--- src/design/assert_macros.svh ---
// ----------------------------------------------------------------------------
// assert_macros.svh
// Concurrent assertion helpers, clocked on i_clk, off while i_rst_n is low.
// ----------------------------------------------------------------------------
`ifndef ASSERT_MACROS_SVH
`define ASSERT_MACROS_SVH

// Same-cycle implication.
`define ASSERT_NOW(label, ante, cons) \
    label: assert property (@(posedge i_clk) disable iff (!i_rst_n) \
        (ante) |-> (cons)) else $error("assertion failed");

// Next-cycle implication.
`define ASSERT_NEXT(label, ante, cons) \
    label: assert property (@(posedge i_clk) disable iff (!i_rst_n) \
        (ante) |=> (cons)) else $error("assertion failed");

`endif

--- src/design/rsenc_pkg.sv ---
// ----------------------------------------------------------------------------
// rsenc_pkg
// Shared constants, types and GF(256) arithmetic for the RS parity encoder.
// ----------------------------------------------------------------------------
`timescale 1ns / 1ps

package rsenc_pkg;

    localparam int          MAX_DEGREE_DEF = 32;
    localparam int          DEGREE_W       = 6;
    localparam int          DEGREE_RESET   = 10;
    localparam logic [8:0]  GF_POLY        = 9'h11D;
    localparam logic [7:0]  GF_ALPHA       = 8'h02;

    // Operation applied to every cell in a cycle.
    typedef enum logic [1:0] {
        CELL_HOLD,
        CELL_INIT,
        CELL_BUILD,
        CELL_STEP
    } t_cell_op;

    typedef struct packed {
        t_cell_op   op;
        logic [7:0] operand;   // root while building, feedback factor while stepping
    } t_cell_ctrl;

    typedef enum logic [1:0] {
        ST_INIT,
        ST_BUILD,
        ST_RUN,
        ST_EMIT
    } t_state;

    // GF(256) multiply, MSB-first shift and reduce.
    function automatic logic [7:0] gf_mul(input logic [7:0] a, input logic [7:0] b);
        logic [7:0] acc;
        acc = '0;
        for (int k = 7; k >= 0; k--) begin
            acc = {acc[6:0], 1'b0} ^ (acc[7] ? GF_POLY[7:0] : 8'h00);
            if (b[k]) begin
                acc = acc ^ a;
            end
        end
        return acc;
    endfunction

endpackage

--- src/design/reed_solomon_parity_encoder_unit.sv ---
// ----------------------------------------------------------------------------
// reed_solomon_parity_encoder_unit
// Systematic RS(255-ish) parity encoder over GF(256), poly 0x11D, built as a
// row of remainder cells with a small control sequencer.
// ----------------------------------------------------------------------------
//
//  channel   dir  handshake                 payload
//  -------   ---  ------------------------  --------------------------------
//  s         in   i_s_tvalid / o_s_tready   tdata = data_byte, tlast = last_byte
//  m         out  o_m_tvalid / i_m_tready   tdata = code_byte, tuser = is_parity,
//                                           tlast = end_of_codeword
//  cfg       in   i_cfg_valid / o_cfg_ready data = ecc_degree
//
//  One data word per cycle while the output register can advance; a message
//  is N data words, then d parity words shifted out of the cell row, one per
//  cycle likewise. After reset or a degree write the generator is rebuilt,
//  one root per cycle through each cell's multiplier; s_tready is low then.
//  Reset is synchronous, active low; cells are cleared by the rebuild.
//  The output register stalls the row when i_m_tready is low.
//  A degree write waits while parity goes out or a word sits in the output
//  register, and takes priority over a data word offered in the same cycle.
// ----------------------------------------------------------------------------
`timescale 1ns / 1ps
`include "assert_macros.svh"

module reed_solomon_parity_encoder_unit #(
    parameter int MAX_DEGREE = rsenc_pkg::MAX_DEGREE_DEF,
    localparam int DW        = $clog2(MAX_DEGREE + 1)
) (
    input  logic       i_clk,
    input  logic       i_rst_n,

    input  logic       i_s_tvalid,
    output logic       o_s_tready,
    input  logic [7:0] i_s_tdata,     // [7:0] data_byte
    input  logic       i_s_tlast,     // last_byte

    output logic       o_m_tvalid,
    input  logic       i_m_tready,
    output logic [7:0] o_m_tdata,     // [7:0] code_byte
    output logic [0:0] o_m_tuser,     // [0] is_parity
    output logic       o_m_tlast,     // end_of_codeword

    input  logic       i_cfg_valid,
    output logic       o_cfg_ready,
    input  logic [rsenc_pkg::DEGREE_W-1:0] i_cfg_data   // ecc_degree
);

    // Reset degree, saturated to the row length.
    localparam int DEG_RST = (rsenc_pkg::DEGREE_RESET > MAX_DEGREE) ?
                             MAX_DEGREE : rsenc_pkg::DEGREE_RESET;

    rsenc_pkg::t_state     r_state, n_state;
    logic [DW-1:0]         r_cnt, n_cnt;
    logic [DW-1:0]         r_deg, n_deg;
    logic [7:0]            r_root, n_root;
    logic                  r_out_valid, n_out_valid;
    logic [7:0]            r_out_code, n_out_code;
    logic                  r_out_par, n_out_par;
    logic                  r_out_eoc, n_out_eoc;

    rsenc_pkg::t_cell_ctrl cell_ctrl;
    logic [DW-1:0]         cfg_deg;
    logic                  advance;      // output register free this cycle
    logic                  s_accept;
    logic                  cfg_accept;
    logic                  cnt_last;

    // Chain taps; the top end feeds zeros into the last cell.
    logic [MAX_DEGREE:0][7:0] w_rem;
    logic [MAX_DEGREE:0][7:0] w_g;

    assign w_rem[MAX_DEGREE] = 8'h00;
    assign w_g[MAX_DEGREE]   = 8'h00;

    for (genvar gi = 0; gi < MAX_DEGREE; gi++) begin : g_cell
        rsenc_cell #(
            .IDX        (gi),
            .MAX_DEGREE (MAX_DEGREE)
        ) u_cell (
            .i_clk     (i_clk),
            .i_ctrl    (cell_ctrl),
            .i_deg     (r_deg),
            .i_rem_nbr (w_rem[gi+1]),
            .i_g_nbr   (w_g[gi+1]),
            .o_rem     (w_rem[gi]),
            .o_g       (w_g[gi])
        );
    end

    // Degree clamp: zero means one, anything past the row saturates.
    always_comb begin
        if (i_cfg_data == '0) begin
            cfg_deg = DW'(1);
        end else if (i_cfg_data > rsenc_pkg::DEGREE_W'(MAX_DEGREE)) begin
            cfg_deg = DW'(MAX_DEGREE);
        end else begin
            cfg_deg = DW'(i_cfg_data);
        end
    end

    // Degree writes only with no parity going out and the output register empty.
    assign o_cfg_ready = (r_state != rsenc_pkg::ST_EMIT) && !r_out_valid;
    assign cfg_accept  = i_cfg_valid && o_cfg_ready;
    assign advance     = !r_out_valid || i_m_tready;
    assign o_s_tready  = (r_state == rsenc_pkg::ST_RUN) && advance && !cfg_accept;
    assign s_accept    = i_s_tvalid && o_s_tready;
    assign cnt_last    = r_cnt == (r_deg - DW'(1));

    always_comb begin
        n_state     = r_state;
        n_cnt       = r_cnt;
        n_deg       = r_deg;
        n_root      = r_root;
        n_out_valid = r_out_valid;
        n_out_code  = r_out_code;
        n_out_par   = r_out_par;
        n_out_eoc   = r_out_eoc;
        cell_ctrl.op      = rsenc_pkg::CELL_HOLD;
        cell_ctrl.operand = 8'h00;

        if (advance) begin
            n_out_valid = 1'b0;
        end

        unique case (r_state)
            rsenc_pkg::ST_INIT: begin
                // seed g(x) = 1 at the top cell, clear remainders
                cell_ctrl.op = rsenc_pkg::CELL_INIT;
                n_cnt   = '0;
                n_root  = 8'h01;
                n_state = rsenc_pkg::ST_BUILD;
            end
            rsenc_pkg::ST_BUILD: begin
                // multiply g(x) by (x - root), one root per cycle
                cell_ctrl.op      = rsenc_pkg::CELL_BUILD;
                cell_ctrl.operand = r_root;
                n_root = rsenc_pkg::gf_mul(r_root, rsenc_pkg::GF_ALPHA);
                if (cnt_last) begin
                    n_cnt   = '0;
                    n_state = rsenc_pkg::ST_RUN;
                end else begin
                    n_cnt = r_cnt + DW'(1);
                end
            end
            rsenc_pkg::ST_RUN: begin
                if (s_accept) begin
                    cell_ctrl.op      = rsenc_pkg::CELL_STEP;
                    cell_ctrl.operand = i_s_tdata ^ w_rem[0];
                    n_out_valid = 1'b1;
                    n_out_code  = i_s_tdata;
                    n_out_par   = 1'b0;
                    n_out_eoc   = 1'b0;
                    if (i_s_tlast) begin
                        n_cnt   = '0;
                        n_state = rsenc_pkg::ST_EMIT;
                    end
                end
            end
            rsenc_pkg::ST_EMIT: begin
                // zero feedback: the row just shifts down, leaving zeros behind
                if (advance) begin
                    cell_ctrl.op = rsenc_pkg::CELL_STEP;
                    n_out_valid  = 1'b1;
                    n_out_code   = w_rem[0];
                    n_out_par    = 1'b1;
                    n_out_eoc    = cnt_last;
                    if (cnt_last) begin
                        n_cnt   = '0;
                        n_state = rsenc_pkg::ST_RUN;
                    end else begin
                        n_cnt = r_cnt + DW'(1);
                    end
                end
            end
        endcase

        // degree write: drop any partial remainder and rebuild
        if (cfg_accept) begin
            n_deg   = cfg_deg;
            n_cnt   = '0;
            n_state = rsenc_pkg::ST_INIT;
        end
    end

    always_ff @(posedge i_clk) begin
        if (!i_rst_n) begin
            r_state     <= rsenc_pkg::ST_INIT;
            r_cnt       <= '0;
            r_deg       <= DW'(DEG_RST);
            r_root      <= 8'h01;
            r_out_valid <= 1'b0;
        end else begin
            r_state     <= n_state;
            r_cnt       <= n_cnt;
            r_deg       <= n_deg;
            r_root      <= n_root;
            r_out_valid <= n_out_valid;
        end
    end

    always_ff @(posedge i_clk) begin
        r_out_code <= n_out_code;
        r_out_par  <= n_out_par;
        r_out_eoc  <= n_out_eoc;
    end

    assign o_m_tvalid   = r_out_valid;
    assign o_m_tdata    = r_out_code;
    assign o_m_tuser[0] = r_out_par;
    assign o_m_tlast    = r_out_eoc;

    // ------------------------------------------------------------------------
    // Assertions
    // ------------------------------------------------------------------------
    `ASSERT_NOW(a_eoc_is_parity, o_m_tvalid && o_m_tlast, o_m_tuser[0])
    `ASSERT_NEXT(a_last_starts_emit, s_accept && i_s_tlast && !i_cfg_valid,
                 r_state == rsenc_pkg::ST_EMIT)
    `ASSERT_NEXT(a_emit_done_run,
                 (r_state == rsenc_pkg::ST_EMIT) && advance && cnt_last && !i_cfg_valid,
                 (r_state == rsenc_pkg::ST_RUN) && (r_cnt == '0))
    `ASSERT_NEXT(a_row_clear_after_emit,
                 (r_state == rsenc_pkg::ST_EMIT) && advance && cnt_last && !i_cfg_valid,
                 w_rem[0] == 8'h00)

endmodule

--- src/design/rsenc_cell.sv ---
// ----------------------------------------------------------------------------
// rsenc_cell
// One stage of the remainder row: a remainder byte, a generator coefficient
// and one GF multiplier shared by generator build and message stepping.
// ----------------------------------------------------------------------------
`timescale 1ns / 1ps

module rsenc_cell #(
    parameter int IDX        = 0,
    parameter int MAX_DEGREE = rsenc_pkg::MAX_DEGREE_DEF,
    localparam int DW        = $clog2(MAX_DEGREE + 1)
) (
    input  logic                  i_clk,
    input  rsenc_pkg::t_cell_ctrl i_ctrl,
    input  logic [DW-1:0]         i_deg,
    input  logic [7:0]            i_rem_nbr,   // remainder of next cell up
    input  logic [7:0]            i_g_nbr,     // coefficient of next cell up
    output logic [7:0]            o_rem,
    output logic [7:0]            o_g
);

    localparam logic [DW:0] IDX_W  = (DW+1)'(IDX);
    localparam logic [DW:0] IDX_P1 = (DW+1)'(IDX + 1);

    logic [7:0] r_rem, n_rem;
    logic [7:0] r_g, n_g;
    logic       active, tail;
    logic [7:0] prod;

    assign active = IDX_W < {1'b0, i_deg};
    assign tail   = IDX_P1 == {1'b0, i_deg};
    assign prod   = rsenc_pkg::gf_mul(r_g, i_ctrl.operand);

    always_comb begin
        n_rem = r_rem;
        n_g   = r_g;
        unique case (i_ctrl.op)
            rsenc_pkg::CELL_HOLD: begin
            end
            rsenc_pkg::CELL_INIT: begin
                n_rem = 8'h00;
                n_g   = tail ? 8'h01 : 8'h00;
            end
            rsenc_pkg::CELL_BUILD: begin
                n_g = active ? (prod ^ (tail ? 8'h00 : i_g_nbr)) : 8'h00;
            end
            rsenc_pkg::CELL_STEP: begin
                n_rem = active ? (prod ^ (tail ? 8'h00 : i_rem_nbr)) : 8'h00;
            end
        endcase
    end

    always_ff @(posedge i_clk) begin
        r_rem <= n_rem;
        r_g   <= n_g;
    end

    assign o_rem = r_rem;
    assign o_g   = r_g;

endmodule
--- config.mk ---
export PLATFORM = sky130hd
export DESIGN_NAME = reed_solomon_parity_encoder_unit
export DESIGN_NICKNAME = d
export VERILOG_FILES = /design/src/design/rsenc_pkg.sv /design/src/design/reed_solomon_parity_encoder_unit.sv /design/src/design/rsenc_cell.sv
export VERILOG_INCLUDE_DIRS = /design/src /design/src/design
export SDC_FILE = /design/constraint.sdc
export NUM_CORES = 2
export LEC_CHECK = 0
export BUFFER_PORTS_ARGS = -buffer_cell sky130_fd_sc_hd__buf_2
export CORE_MARGIN = 1.5
export CORE_UTILIZATION = 60
export DETAILED_ROUTE_END_ITERATION = 12
export PLACE_DENSITY = 0.76
export SLEW_MARGIN = 20
export SYNTH_ARGS = -nofsm -noshare
export SYNTH_HDL_FRONTEND = slang
export SYNTH_SLANG_ARGS = --single-unit
--- constraint.sdc ---
create_clock -name i_clk -period 12.88 [get_ports i_clk]
set_input_delay 1.288 -clock i_clk [delete_from_list [all_inputs] [get_ports i_clk]]
set_output_delay 1.288 -clock i_clk [all_outputs]
set_load 0.03 [all_outputs]
==> out/results.tsv <==
stage	metric	value	unit
synth	Top FF cell, synth	edfxtp_1	
drt	First-pass DRT Iterations	7	
sta	Slew Viols, Final	0	
drt	WL met3	32100	um
clock_tree	H-tree depth	3	
setup_path	critical path data arrival time	7.03	ns
synth	Post-Syn Area	62400	um^2
drt	Initial DRC Count	8881	
finish	most common cell after layout, fill and taps aside	nand2_1	
setup_path	CP bufs+invs	4	
synth	synth warn	0	
synth	post-synth top area share	0.251	
setup_path	kind of critical path	flip-flop to flip-flop	
grt	Global Route Usage Sum	0.391	
synth	Yosys reg bits	545	
clock_tree	clock buffer depth	3	
setup_path	Worst path max stage delay	0.98	ns
setup_path	Data required, critical path	13.25	ns
place	DPL Wire Length	132000	um
grt	initial antenna violation count	8	
power_and_ir_drop	Worst VDD drop	0.104	mV
synth	sequential area share after synthesis	0.259	
clock_tree	Clock transition at path regs	0.06	ns
hold_path	worst hold path type	flip-flop to flip-flop	
setup_path	CP max stage cell	ha_4	
clock_tree	postcts setup bufs	0	
sta	Hold Vio Cnt, Final	0	
setup_path	crit path launch type	flip-flop	
clock_tree	Clock Sinks	545	
setup_path	crit end category	flip-flop	
drt	vias per std cell	6.40	
job	number of max-cap violations	0	
grt	first-pass GRT wire length	322000	um
die	I/O pin cnt	33	
power_and_ir_drop	Leakage Power	21.1	nW
sta	clk_skew	0.0362	ns
drt	Post-route DRC	0	
setup_path	cell class contributing the biggest share of worst-path delay	buffers and inverters	
setup_path	r2r setup slk	6.23	ns
setup_path	ordered cell list for the critical path	inv_1 -> ha_4 -> buf_4 -> buf_4 -> buf_4 -> nand2_1 -> nor2_1 -> xor2_1 -> xnor3_1 -> xnor3_2 -> xnor3_1 -> xnor3_1 -> xor2_1 -> nor2_1	
setup_path	worst reg2reg endpoint	g_cell[19].u_cell.o_rem[4]	
drt	WL met1	76400	um
clock_tree	CTS tree	done	
grt	largest net degree at the start of global routing	208	
finish	P&R area growth vs syn	3.45	%
synth	distinct cell type count after synthesis	94	
die	Initial Utilization	0.603	
clock_tree	total clock buffers created by CTS	67	
sta	f_max	150	MHz
sta	final setup TNS	0	ns
power_and_ir_drop	total power	5.86	mW
die	Die ar.	106000	um^2
drt	met2 wire length	90100	um
drt	vias after detailed routing	55700	
drt	final WL	213000	um
finish	filler cell count	8806	
sta	setup violators final	0	
drt	drt wl/cell	24.5	um
synth	asr flop ratio synth	0	
finish	Multi-input gate area	43200	um^2
synth	syn avg cell area	8.06	um^2
place	PortBufs	32	
setup_path	Max Fanout on Critical Path	94	
finish	share of cells above drive strength 1	0.0525	
place	pre-CTS setup slack	6.46	ns
sta	worst-margin pin slew	1.18	ns
hold_path	Hold Path Depth	2	
sta	RSZ-0062 raised after global routing	false	
finish	Storage cell area	16100	um^2
sta	slew margin rel.	0.210	
grt	vias in the first global route	53000	
place	RD Place Congestion	0.974	
die	FP Rows	118	
hold_path	Hold Crit Start	r_cnt[5]	
drt	Post-DRT Antenna Nets	0	
synth	Post-synth EDFFs	522	
sta	Period Utilization, post-route	0.517	
synth	Synth area leaders	edfxtp_1 (25%), xnor2_1 (21%), xor2_1 (11%)	
synth	Synth Instances	7733	
clock_tree	clock latency on the worst-skew pair	0.67	ns
die	Die Width	325	um
clock_tree	Hold-fix buffers, CTS	0	
sta	min cycle time layout	6.65	ns
die	Die Ht	325	um
setup_path	Worst R2R Start	r_state[1]	
clock_tree	post-CTS sizing	0	
grt	total gr overflow	0	
finish	nets	7299	
setup_path	reg2reg path depth	14	
die	core footprint	103000	um^2
outcome	status	complete, no violations	
drt	DR top layer	met5	
clock_tree	CTS root buf	clkbuf_16	
synth	Syn Nets	7763	
power_and_ir_drop	Cell Pwr Density	90.8	nW/um^2
synth	Synth area leader	edfxtp_1	
sta	Final WS setup	6.23	ns
hold_path	Hold Path End	r_cnt[5]	
finish	commonest cells after routing, fill and taps aside	nand2_1 (1610), xnor2_1 (1470), xor2_1 (802), nor2_1 (754), nand3_1 (694)	
## tightest hold or removal path, cell delays in order, from the launching register on
cell and delay (ns):
dfxtp_1 0.33, o21ai_0 0.08, a21oi_1 0.06
## sequential cells by signal, summed over array words and instances (netlist names)
register             cells
r_state                  2
o_m_tuser                1
g_cell.u_cell.o_rem    256
r_root                   8
r_deg                    6
o_m_tlast                1
o_m_tvalid               1
r_cnt                    6
o_m_tdata                8
g_cell.u_cell.o_g      256
## cells in the mapped netlist, drive strengths merged (23+ instances only)
| master | number |
|---|---|
| a211oi | 36 |
| a21oi | 71 |
| a22oi | 72 |
| and3 | 58 |
| buf | 327 |
| clkbuf | 340 |
| dfxtp | 23 |
| edfxtp | 522 |
| inv | 54 |
| mux2 | 28 |
| mux2i | 45 |
| nand2 | 1613 |
| nand3 | 700 |
| nor2 | 764 |
| nor3 | 97 |
| o211ai | 26 |
| o21ai | 225 |
| xnor2 | 1519 |
| xnor3 | 135 |
| xor2 | 809 |
## logic make-up after synthesis
| kind of cell | synth area share |
|---|---|
| multiplexers | 0.0123 |
| XOR/XNOR | 0.388 |
| buffers and inverters | 0.0520 |
| AO/OA/AOI/OAI | 0.0623 |
| flip-flops | 0.259 |
| adder cells (fa/ha/maj) | 0.00201 |
| AND/OR/NAND/NOR | 0.225 |
## report_power, final
group	internal (mW)	total, mW	switching (mW)
Clock	1.20	2.03	0.836
Sequential	2.23	2.68	0.452
Combinational	0.343	1.14	0.796
## per-stage QoR
step | instances | hold slack, ns | utilization | area (um^2)
after detailed placement | 8580 | 0.508 | 0.602 | 62300
after floorplan | 7733 | 0.470 | - | 62400
after CTS | 8696 | 0.517 | 0.624 | 64500
after global placement | 8580 | 0.482 | 0.602 | 62200
after global routing | 8697 | 0.536 | 0.624 | 64500
final | 8703 | 0.516 | 0.624 | 64500
## layout make-up
cell class / instances / share of cell area
multi-input combinational: 6467 / 0.669
sequential: 545 / 0.250
clock buffer: 79 / 0.0280
tap: 1380 / 0.0268
timing repair buffer: 134 / 0.0157
clock inverter: 37 / 0.00677
inverter: 54 / 0.00334
antenna: 7 / 0.000272
## routing by layer
| metal | up-vias | track usage |
|---|---|---|
| met5 | - | 0 |
| met4 | 8 | 0.226 |
| met3 | 1032 | 0.104 |
| met2 | 4258 | 0.583 |
| met1 | 26100 | 0.511 |
| li1 | 24300 | - |
## how the worst max path moves through the flow
| stage | start | to | cells past startpoint |
|---|---|---|---|
| final | r_state[1] | g_cell[19].u_cell.o_rem[4] | 14 |
| after floorplan | i_cfg_valid | g_cell[0].u_cell.o_rem[0] | 6 |
| after global routing | r_state[1] | g_cell[19].u_cell.o_rem[4] | 14 |
| after detailed placement | r_state[1] | g_cell[19].u_cell.o_rem[4] | 14 |
| after global placement | i_cfg_valid | g_cell[7].u_cell.o_g[4] | 14 |
| after CTS | r_state[1] | g_cell[19].u_cell.o_rem[4] | 14 |
No activity file was read; power rests on OpenSTA's default activity.
